<file path="src/sv/boot_frame_receiver_core_macros.svh">
// ----------------------------------------------------------------------------
// Boot frame receiver assertion macros
// Shared concurrent assertion forms, clocked on clk, idle in reset.
// ----------------------------------------------------------------------------
`ifndef BOOT_FRAME_RECEIVER_CORE_MACROS_SVH
`define BOOT_FRAME_RECEIVER_CORE_MACROS_SVH

// Same-cycle implication.
`define BFR_ASSERT_NOW(lbl, ante, cons, msg) \
    lbl: assert property (@(posedge clk) disable iff (!rst_n) (ante) |-> (cons)) \
        else $error(msg);

// Next-cycle implication.
`define BFR_ASSERT_NEXT(lbl, ante, cons, msg) \
    lbl: assert property (@(posedge clk) disable iff (!rst_n) (ante) |=> (cons)) \
        else $error(msg);

`endif

</file>
<file path="src/sv/bfr_pkg.sv">
// ----------------------------------------------------------------------------
// Boot frame receiver package
// Status codes, result item type and shared widths.
// ----------------------------------------------------------------------------
package bfr_pkg;

    localparam int BYTE_W   = 8;
    localparam int STATUS_W = 2;

    localparam logic [STATUS_W-1:0] STATUS_OK    = 2'd0;
    localparam logic [STATUS_W-1:0] STATUS_TYPE  = 2'd1;
    localparam logic [STATUS_W-1:0] STATUS_CSUM  = 2'd2;
    localparam logic [STATUS_W-1:0] STATUS_EMPTY = 2'd3;

    typedef struct packed {
        logic [BYTE_W-1:0]   data_byte;
        logic                frame_end;
        logic [STATUS_W-1:0] status;
        logic [BYTE_W-1:0]   payload_count;
    } result_t;

    // Frame engine to result buffer
    typedef struct packed {
        logic    push;
        result_t item;
    } result_push_t;

endpackage

</file>
<file path="src/sv/bfr_frame_fsm.sv">
// ----------------------------------------------------------------------------
// Boot frame receiver frame engine
// Frame state and per-byte update; one byte per advance.
// ----------------------------------------------------------------------------
`include "boot_frame_receiver_core_macros.svh"

module bfr_frame_fsm
    import bfr_pkg::*;
(
    input  logic              clk,
    input  logic              rst_n,
    input  logic              advance,
    input  logic [BYTE_W-1:0] byte_in,
    input  logic [BYTE_W-1:0] expected_type,
    output result_push_t      res
);

    logic              in_frame_reg,     in_frame_next;
    logic [BYTE_W-1:0] frame_length_reg, frame_length_next;
    logic [BYTE_W-1:0] byte_index_reg,   byte_index_next;
    logic [BYTE_W-1:0] running_xor_reg,  running_xor_next;
    logic              type_matched_reg, type_matched_next;

    logic [BYTE_W-1:0] idx_inc;
    logic [BYTE_W-1:0] xor_upd;
    logic              tm_upd;

    assign idx_inc = byte_index_reg + BYTE_W'(1);
    assign xor_upd = running_xor_reg ^ byte_in;
    assign tm_upd  = (idx_inc == BYTE_W'(1)) ? (byte_in == expected_type) : type_matched_reg;

    always_comb
    begin
        in_frame_next     = in_frame_reg;
        frame_length_next = frame_length_reg;
        byte_index_next   = byte_index_reg;
        running_xor_next  = running_xor_reg;
        type_matched_next = type_matched_reg;
        res               = '0;

        if (advance)
        begin
            if (!in_frame_reg)
            begin
                if (byte_in == '0)
                begin
                    res.push        = 1'b1;
                    res.item.frame_end = 1'b1;
                    res.item.status = STATUS_EMPTY;
                end
                else
                begin
                    in_frame_next     = 1'b1;
                    frame_length_next = byte_in;
                    byte_index_next   = '0;
                    running_xor_next  = byte_in;
                    type_matched_next = 1'b0;
                end
            end
            else
            begin
                byte_index_next   = idx_inc;
                running_xor_next  = xor_upd;
                type_matched_next = tm_upd;
                if (idx_inc >= frame_length_reg)
                begin
                    // checksum byte: close the frame
                    in_frame_next      = 1'b0;
                    res.push           = 1'b1;
                    res.item.frame_end = 1'b1;
                    res.item.payload_count = (frame_length_reg >= BYTE_W'(2))
                                           ? frame_length_reg - BYTE_W'(2) : '0;
                    priority if (!tm_upd)
                        res.item.status = STATUS_TYPE;
                    else if (xor_upd != '0)
                        res.item.status = STATUS_CSUM;
                    else
                        res.item.status = STATUS_OK;
                end
                else if (idx_inc >= BYTE_W'(2))
                begin
                    res.push           = 1'b1;
                    res.item.data_byte = byte_in;
                end
            end
        end
    end

    always_ff @(posedge clk or negedge rst_n)
    begin
        if (!rst_n)
        begin
            in_frame_reg     <= 1'b0;
            frame_length_reg <= '0;
            byte_index_reg   <= '0;
            running_xor_reg  <= '0;
            type_matched_reg <= 1'b0;
        end
        else
        begin
            in_frame_reg     <= in_frame_next;
            frame_length_reg <= frame_length_next;
            byte_index_reg   <= byte_index_next;
            running_xor_reg  <= running_xor_next;
            type_matched_reg <= type_matched_next;
        end
    end

    `BFR_ASSERT_NOW(a_idx_below_len, in_frame_reg, byte_index_reg < frame_length_reg,
        "byte index reached frame length inside a frame")
    `BFR_ASSERT_NOW(a_close_with_end, advance && in_frame_reg && !in_frame_next,
        res.push && res.item.frame_end, "frame closed without an end item")
    `BFR_ASSERT_NEXT(a_open_clean, advance && !in_frame_reg && in_frame_next,
        byte_index_reg == '0 && running_xor_reg == frame_length_reg,
        "frame opened with stale index or checksum")

endmodule

</file>
<file path="src/sv/bfr_result_fifo.sv">
// ----------------------------------------------------------------------------
// Boot frame receiver result buffer
// Two-entry queue between the frame engine and the result channel.
// ----------------------------------------------------------------------------
`include "boot_frame_receiver_core_macros.svh"

module bfr_result_fifo
    import bfr_pkg::*;
(
    input  logic         clk,
    input  logic         rst_n,
    input  result_push_t wr,
    output logic         full,
    output logic         res_valid,
    input  logic         res_stall,
    output result_t      head
);

    result_t     mem_reg [2];
    logic        wr_ptr_reg, wr_ptr_next;
    logic        rd_ptr_reg, rd_ptr_next;
    logic [1:0]  count_reg,  count_next;
    logic        pop;

    assign full      = (count_reg == 2'd2);
    assign res_valid = (count_reg != 2'd0);
    assign pop       = res_valid && !res_stall;
    assign head      = mem_reg[rd_ptr_reg];

    always_comb
    begin
        wr_ptr_next = wr.push ? ~wr_ptr_reg : wr_ptr_reg;
        rd_ptr_next = pop ? ~rd_ptr_reg : rd_ptr_reg;
        count_next  = count_reg + 2'(wr.push) - 2'(pop);
    end

    always_ff @(posedge clk)
    begin
        if (wr.push)
            mem_reg[wr_ptr_reg] <= wr.item;
    end

    always_ff @(posedge clk or negedge rst_n)
    begin
        if (!rst_n)
        begin
            wr_ptr_reg <= 1'b0;
            rd_ptr_reg <= 1'b0;
            count_reg  <= '0;
        end
        else
        begin
            wr_ptr_reg <= wr_ptr_next;
            rd_ptr_reg <= rd_ptr_next;
            count_reg  <= count_next;
        end
    end

    `BFR_ASSERT_NOW(a_no_overflow, wr.push, !full, "push into a full result buffer")
    `BFR_ASSERT_NOW(a_count_range, 1'b1, count_reg <= 2'd2, "result count out of range")
    `BFR_ASSERT_NEXT(a_ptr_gap, 1'b1,
        (count_reg == 2'd1) == (wr_ptr_reg != rd_ptr_reg),
        "pointers disagree with count")

endmodule

</file>
<file path="src/sv/boot_frame_receiver_core.sv">
// ----------------------------------------------------------------------------
// Boot frame receiver core - length-prefixed, XOR-checked frame receiver
// A result item passes the input register and the result buffer before
// it is offered; a full buffer can hold it back.
// Throughput: 1 byte per cycle while the result buffer has room.
// Reset (rst_n, async low): frame state idle, buffers empty, expected_type 0.
// ----------------------------------------------------------------------------
module boot_frame_receiver_core
    import bfr_pkg::*;
(
    input  logic              clk,
    input  logic              rst_n,

    // received byte channel
    input  logic              rx_valid,
    output logic              rx_stall,
    input  logic [BYTE_W-1:0] rx_byte,

    // expected message type register
    input  logic              expected_type_we,
    input  logic [BYTE_W-1:0] expected_type_wdata,

    // result channel
    output logic                res_valid,
    input  logic                res_stall,
    output logic [BYTE_W-1:0]   data_byte,
    output logic                frame_end,
    output logic [STATUS_W-1:0] status,
    output logic [BYTE_W-1:0]   payload_count
);

    // Pipeline:
    //   rx item -> input register -> frame engine (XOR, index, compare)
    //           -> two-entry result buffer -> result channel.
    // The engine consumes the staged byte whenever the buffer has room,
    // whether or not that byte yields a result item (length and type
    // bytes give none unless they end a frame). A stalled result side fills
    // the buffer; only then does rx_stall rise, driven from registers alone.

    logic              expected_type_reg;
    logic [BYTE_W-1:0] expected_type_q_reg;
    logic              s1_valid_reg, s1_valid_next;
    logic [BYTE_W-1:0] s1_byte_reg;
    logic              advance;
    logic              buf_full;
    logic              rx_take;
    result_push_t      eng_res;
    result_t           head;

    // Configuration register. The user must write it only while idle, so no
    // ordering against bytes still in flight is needed; not enforced here.
    always_ff @(posedge clk or negedge rst_n)
    begin
        if (!rst_n)
        begin
            expected_type_reg   <= 1'b0;
            expected_type_q_reg <= '0;
        end
        else if (expected_type_we)
        begin
            expected_type_reg   <= 1'b1;
            expected_type_q_reg <= expected_type_wdata;
        end
    end

    // Input register: holds a byte until the engine can take it.
    assign advance  = s1_valid_reg && !buf_full;
    assign rx_stall = s1_valid_reg && buf_full;
    assign rx_take  = rx_valid && !rx_stall;

    always_comb
    begin
        s1_valid_next = rx_take || (s1_valid_reg && !advance);
    end

    always_ff @(posedge clk or negedge rst_n)
    begin
        if (!rst_n)
            s1_valid_reg <= 1'b0;
        else
            s1_valid_reg <= s1_valid_next;
    end

    always_ff @(posedge clk)
    begin
        if (rx_take)
            s1_byte_reg <= rx_byte;
    end

    // Frame engine: one state update per consumed byte.
    bfr_frame_fsm u_fsm (
        .clk           (clk),
        .rst_n         (rst_n),
        .advance       (advance),
        .byte_in       (s1_byte_reg),
        .expected_type (expected_type_reg ? expected_type_q_reg : '0),
        .res           (eng_res)
    );

    // Result buffer: lets the next byte in while a result waits.
    bfr_result_fifo u_fifo (
        .clk       (clk),
        .rst_n     (rst_n),
        .wr        (eng_res),
        .full      (buf_full),
        .res_valid (res_valid),
        .res_stall (res_stall),
        .head      (head)
    );

    assign data_byte     = head.data_byte;
    assign frame_end     = head.frame_end;
    assign status        = head.status;
    assign payload_count = head.payload_count;

endmodule

</file>
<file path="config.mk">
export PLATFORM = sky130hd
export DESIGN_NAME = boot_frame_receiver_core
export DESIGN_NICKNAME = d
export VERILOG_FILES = /design/src/sv/bfr_pkg.sv /design/src/sv/bfr_frame_fsm.sv /design/src/sv/bfr_result_fifo.sv /design/src/sv/boot_frame_receiver_core.sv
export VERILOG_INCLUDE_DIRS = /design/src /design/src/sv
export SDC_FILE = /design/constraint.sdc
export NUM_CORES = 1
export LEC_CHECK = 0
export BUFFER_PORTS_ARGS = -buffer_cell sky130_fd_sc_hd__buf_2
export CAP_MARGIN = 10
export CORE_ASPECT_RATIO = 1.75
export CORE_UTILIZATION = 40
export CTS_CLUSTER_DIAMETER = 40
export DETAILED_ROUTE_END_ITERATION = 8
export GPL_TIMING_DRIVEN = 0
export PLACE_DENSITY = 0.61
export SYNTH_ARGS = -nofsm -noshare
export SYNTH_HDL_FRONTEND = slang
export SYNTH_SLANG_ARGS = --single-unit
</file>
<file path="constraint.sdc">
create_clock -name clk -period 5.6 [get_ports clk]
set_clock_uncertainty 0.05 [all_clocks]
set_input_delay 1.4 -clock clk [delete_from_list [all_inputs] [get_ports clk]]
set_output_delay 1.4 -clock clk [all_outputs]
set_load 0.1 [all_outputs]
</file>
* Word level (Yosys, flattened, before mapping)
Memories as Yosys holds them, arrays and structs flattened.
Index checks and enable logic that the tools add are counted.
** Word-level totals
- Memories :: 1
- Flip-flop bits (word level) :: 48
- Bits of input ports :: 21
- Output and inout port bits :: 21
- Word-level logic and storage cells :: 71
- RAM bits :: 38
** Memory list
- u_fifo.mem_reg :: depth 2, bits a word 19, rd ports 1, clocked after Yosys merged registers in 0, write ports 1, line bfr_result_fifo.sv:19 : result_t mem_reg [2];
** Operators by class
- Magnitude comparators :: 3
- Mux-type cells :: 27
- Reductions and logical operators :: 15
- Equal/unequal tests :: 4
- Bitwise gates (word level) :: 5
- Add/subtract/negate cells :: 4
** Operators by type and width (number)
- $mux W8 :: 9
- $mux W20 :: 1
- $ge A8 B2 Y1 const B :: 2
- $mux W1 :: 11
- $mux W11 :: 1
- $mux W9 :: 1
- $add A8 B1 Y8 const B :: 1
- $eq A8 B1 Y1 const B :: 1
- $eq A8 B8 Y1 :: 1
- $ge A8 B8 Y1 :: 1
- $logic_not A8 Y1 :: 1
- $reduce_bool A8 Y1 :: 1
- $sub A8 B2 Y8 const B :: 1
- $xor A8 B8 Y8 :: 1
- $mux W3 :: 2
- $logic_and A1 B1 Y1 :: 5
- $logic_not A1 Y1 :: 4
- $mux W2 :: 2
- $not A1 Y1 :: 4
- $reduce_and A3 Y1 :: 1
- $add A2 B1 Y2 :: 1
- $eq A2 B2 Y1 const B :: 1
- $ne A2 B1 Y1 const B :: 1
- $reduce_and A2 Y1 :: 1
- other kinds (3) :: 3

* Longest topological paths before layout
- Depth after elaboration :: 9
- Gate-level depth with buffers :: 15
- Depth with buffers taken out :: 14

* By module
From an unflattened synthesis, not the netlist that was laid out.
** Second synthesis, totals
- Cell total of the unflattened synthesis :: 362
- Area total of the unflattened synthesis :: 4438.0 um^2
** By module, submodules not included
- bfr_frame_fsm :: sequential area each 650.6 um^2, times used 1, area each 2079.5 um^2, cells an instance 245
- bfr_result_fifo :: sequential area each 1241.2 um^2, times used 1, area each 1652.8 um^2, cells an instance 77
- boot_frame_receiver_core :: sequential area each 490.5 um^2, times used 1, area each 705.7 um^2, cells an instance 40

* Worst setup path before layout
OpenSTA, ideal clock, no wires.
- Path kind :: register -> register
- Start :: register u_fsm.byte_index_reg[1]
- End :: memory u_fifo.mem_reg[1][0] (netlist name), enable pin
- Arrival time :: 2896 ps
- Path buffers :: 1
- Stages on the path, launching flop included :: 11
- Path slack :: 2260 ps
- Required time :: 5155 ps
- Setup time :: 395 ps
- Period minus slack after synthesis :: 3340 ps
- Path through :: dfrtp_1 ha_1 clkbuf_1 nand3_1 nor2_1 xor2_1 ha_1 nand4_1 o21ai_2 o31ai_4 nor2_1
** On the way
- Longest elaborated chain between the ends :: 8
- Elaborated cells on any way between the ends :: 9
- Classes of those cells :: 1 x add/sub; 2 x order compare; 6 x mux
** RTL lines
- from (decl) :: line bfr_frame_fsm.sv:20 : logic [BYTE_W-1:0] byte_index_reg, byte_index_next;
- from (signal assigned) :: line bfr_frame_fsm.sv:103 : byte_index_reg <= byte_index_next;
- $add A8 B1 Y8 * :: line bfr_frame_fsm.sv:28 : assign idx_inc = byte_index_reg + BYTE_W'(1);
- $ge A8 B2 Y1 :: line bfr_frame_fsm.sv:80 : else if (idx_inc >= BYTE_W'(2))
- $mux W9 :: line bfr_frame_fsm.sv:80
- $mux W1 * :: line bfr_frame_fsm.sv:65 : if (idx_inc >= frame_length_reg)
- $mux W1 * :: line bfr_frame_fsm.sv:43 : if (!in_frame_reg)
- $mux W20 * :: line bfr_frame_fsm.sv:41 : if (advance)
- $mux W1 * :: line bfr_result_fifo.sv:39 : if (wr.push)
- $mux W1 (not written as such) * :: line bfr_result_fifo.sv:40 : mem_reg[wr_ptr_reg] <= wr.item;
- to (decl) :: line bfr_result_fifo.sv:19
Mark *: on every way between the ends. The rest lies on a longest branch, timed or not.

* Final worst setup path
- Start :: register u_fsm.byte_index_reg[1]
- End :: register u_fifo.count_reg[1]
** On the way
- Longest elaborated chain between the ends :: 8
- Elaborated cells on any way between the ends :: 9
- Classes of those cells :: 3 x add/sub; 2 x order compare; 4 x mux
** RTL lines
- $add A8 B1 Y8 * :: line bfr_frame_fsm.sv:28
- $ge A8 B2 Y1 :: line bfr_frame_fsm.sv:80
- $mux W9 :: line bfr_frame_fsm.sv:80
- $mux W1 * :: line bfr_frame_fsm.sv:65
- $mux W1 * :: line bfr_frame_fsm.sv:43
- $mux W20 * :: line bfr_frame_fsm.sv:41
- $add A2 B1 Y2 * :: line bfr_result_fifo.sv:34 : count_next = count_reg + 2'(wr.push) - 2'(pop);
- $sub A2 B1 Y2 * :: line bfr_result_fifo.sv:34
- via u_fifo.count_next[1] :: line bfr_result_fifo.sv:22 : logic [1:0] count_reg, count_next;
- to (signal assigned) :: line bfr_result_fifo.sv:55 : count_reg <= count_next;
- to (decl) :: line bfr_result_fifo.sv:22
The timed path passes the listed nets; every way through them passes the cells marked *.
A chain may end at the register's enable or synchronous reset.

==> reports/qor.yml <==
syn_avg_cell_area_um2: 11.92
min_period_over_period_pct: 66.03
dpl_worst_slack_ns: 1.902
ios: 42
top_layer: "met4"
nets: 450
worst_setup_path_end_kind: "register"
maxCapViolCount: 0
cpPeakStageDelay_ns: 0.51
fp.dieH_um: 139.4
cts.sinks: 86
setup_ws_ns: 1.902
setup_viol: 0
fp.coreArea_um2: 10360
hp-class: "reg2reg"
n_antenna_cell: 0
crit_path_start_kind: "register"
initial_utilization_pct: 41.65
grt_start_max_net_pins: 41
syn2layout_area_growth_pct: 15.71
drv_slew: 0
yosys_register_bits: 86
cts_tree: "yes"
ys_seq_area_share_pct: 55.20
wl_met1_mm: 3.376
crit_fanout: 8
dp_cells: 531
ctsResizeCount: 0
yosysWarnings: 0
port_buffers: 40
hpwl_mm: 6.038
wl_mm: 8.434
cp_common_cell: "ha_1"
ctsHoldBuffers: 0
wl_per_cell_um: 15.42
largest_reg_flops: 38
synth_top_flop_cell: "edfxtp_1"
fin_crit_ns: 3.698
fin_tns_setup_ns: 0
synthArstFlopShare_pct: 46.51
required_ns: 5.82
ys_top_cells_by_area: "edfxtp_1 (32%), dfrtp_1 (23%), mux2_2 (7.0%), ha_1 (4.1%), xnor2_1 (3.9%)"
fin_cells: 547
rows: 49
max_freq_ghz: 0.2704
ant_nets: 0
netlist_area_um2: 4315
path_cells: "ha_1 -> clkbuf_1 -> nand3_1 -> nor2_1 -> xor2_1 -> ha_1 -> a21o_1 -> a21oi_1 -> o21ai_2 -> o31ai_4 -> ha_1 -> inv_1 -> ha_1 -> xnor2_1 -> xnor2_1"
critPathSlowestCell: "dfrtp_1"
drtPass1Iterations: 4
outcome: "finished, final reports clean"
antenna_found_initial: 0
synth_commonest_cells: "edfxtp_1 (46), dfrtp_1 (40), nor2_1 (28)"
die_area_um2: 11220
yosysTopAreaCellShare_pct: 32.01
numCtsBuffers: 9
drt_iter0_markers: 146
fin_util_pct: 48.19
grt_use_total_pct: 16.59
rsz0062_at_grt: "no"
cp_data_arrival_time_ns: 3.91
place_congestion: 0.8708
cts_root_buf: "clkbuf_16"
finalHoldViolCount: 0
drc: 0
slew-limit-headroom_pct: 34.65
synth_top_cell_by_area: "edfxtp_1"
fillers: 937
h-tree-depth: 3
met2_length_mm: 4.430
postSynthCellCount: 362
synth.most_common_cell: "edfxtp_1"
cp_top_family: "adder cells"
path_clk_slew_ns: 0.07
clock_latency_ns: 0.35
grt_pass1_vias: 2826
grt-ovfl-total: 0
vias_per_cell: 5.271
grt_pass1_wl_mm: 13.84
synth.distinct_cells: 57
synth_edf_count: 46
num_vias: 2883
dr_wl_met3_um: 320
drive_above_1_share_pct: 27.86
critPathKind: "reg2reg"
clockBufferDepth: 2
die_w_um: 80.52
synth_fp_nets: 397
worst_pin_slew_ns: 0.9650
postCtsSetupBuffers: 0
path_buf_inv: 2
==> final cells by class <==
type / instances / area, µm² / share of cell area (%)
Multi-Input combinational cell: 236 / 1744 / 34.93
Buffer: 23 / 116.4 / 2.330
Clock buffer: 9 / 225.2 / 4.510
Tap cell: 127 / 158.9 / 3.182
Timing Repair Buffer: 42 / 230.2 / 4.610
Clock inverter: 7 / 58.81 / 1.178
Inverter: 17 / 77.57 / 1.553
Sequential cell: 86 / 2382 / 47.71
==> routing by layer <==
layer,up-vias,track usage [%]
li1,1407,-
met1,1381,18.49
met2,73,28.41
met3,22,3.607
met4,0,9.398
met5,-,0
==> cell usage in the layout (no fill, tap or decap), types with 14 or more instances in the layout <==
| cell | instances |
|---|---|
| nand2_1 | 20 |
| mux2_2 | 27 |
| inv_1 | 15 |
| ha_1 | 14 |
| a21oi_1 | 14 |
| xnor2_1 | 19 |
| nor2_1 | 26 |
| dfrtp_1 | 40 |
| buf_2 | 52 |
| edfxtp_1 | 46 |
==> worst reg2reg max path, stage by stage, from the launching register on <==
cell	delay [ns]
dfrtp_1	0.51
ha_1	0.20
clkbuf_1	0.25
nand3_1	0.24
nor2_1	0.18
xor2_1	0.22
ha_1	0.28
a21o_1	0.16
a21oi_1	0.18
o21ai_2	0.17
o31ai_4	0.38
ha_1	0.30
inv_1	0.06
ha_1	0.15
xnor2_1	0.13
xnor2_1	0.15
==> metrics by stage <==
stage               area (µm²)  hold slack, ns
floorplan                 4315          0.4053
global placement          4674          0.4214
detailed placement        4710          0.4350
CTS                       4994          0.4493
global route              4994          0.4953
finish                    4994          0.4518
==> final timing paths <==
| kind | start | end | slack, ns | cells past startpoint |
|---|---|---|---|---|
| max | u_fsm.byte_index_reg[1]$_DFFE_PN0P_ | u_fifo.count_reg[1]$_DFF_PN0_ | 1.90 | 15 |
| min | u_fsm.type_matched_reg$_DFFE_PN0P_ | u_fsm.type_matched_reg$_DFFE_PN0P_ | 0.45 | 2 |
| max reg2reg | u_fsm.byte_index_reg[1]$_DFFE_PN0P_ | u_fifo.count_reg[1]$_DFF_PN0_ | 1.90 | 15 |
| min reg2reg | u_fsm.type_matched_reg$_DFFE_PN0P_ | u_fsm.type_matched_reg$_DFFE_PN0P_ | 0.45 | 2 |
| max in group asynchronous | rst_n | u_fsm.frame_length_reg[7]$_DFFE_PN0P_ | 3.77 | 1 |
| min in group asynchronous | rst_n | u_fifo.wr_ptr_reg$_DFFE_PN0N_ | 1.14 | 1 |
==> logic make-up (layout without fill, tap and decap cells) <==
group           after synthesis  after routing  share of synthesized area, %
fa+ha+maj                    14             14                         4.059
buf+inv                      40             98                         4.494
simple gates                 96             96                         11.71
flops                        86             86                         55.20
compound gates               70             70                         11.57
mux                          28             28                         7.277
xor+xnor                     28             28                         5.683
Power is not shown: default switching activity piles up to over one toggle a cycle in this logic, so the estimate is an artifact.
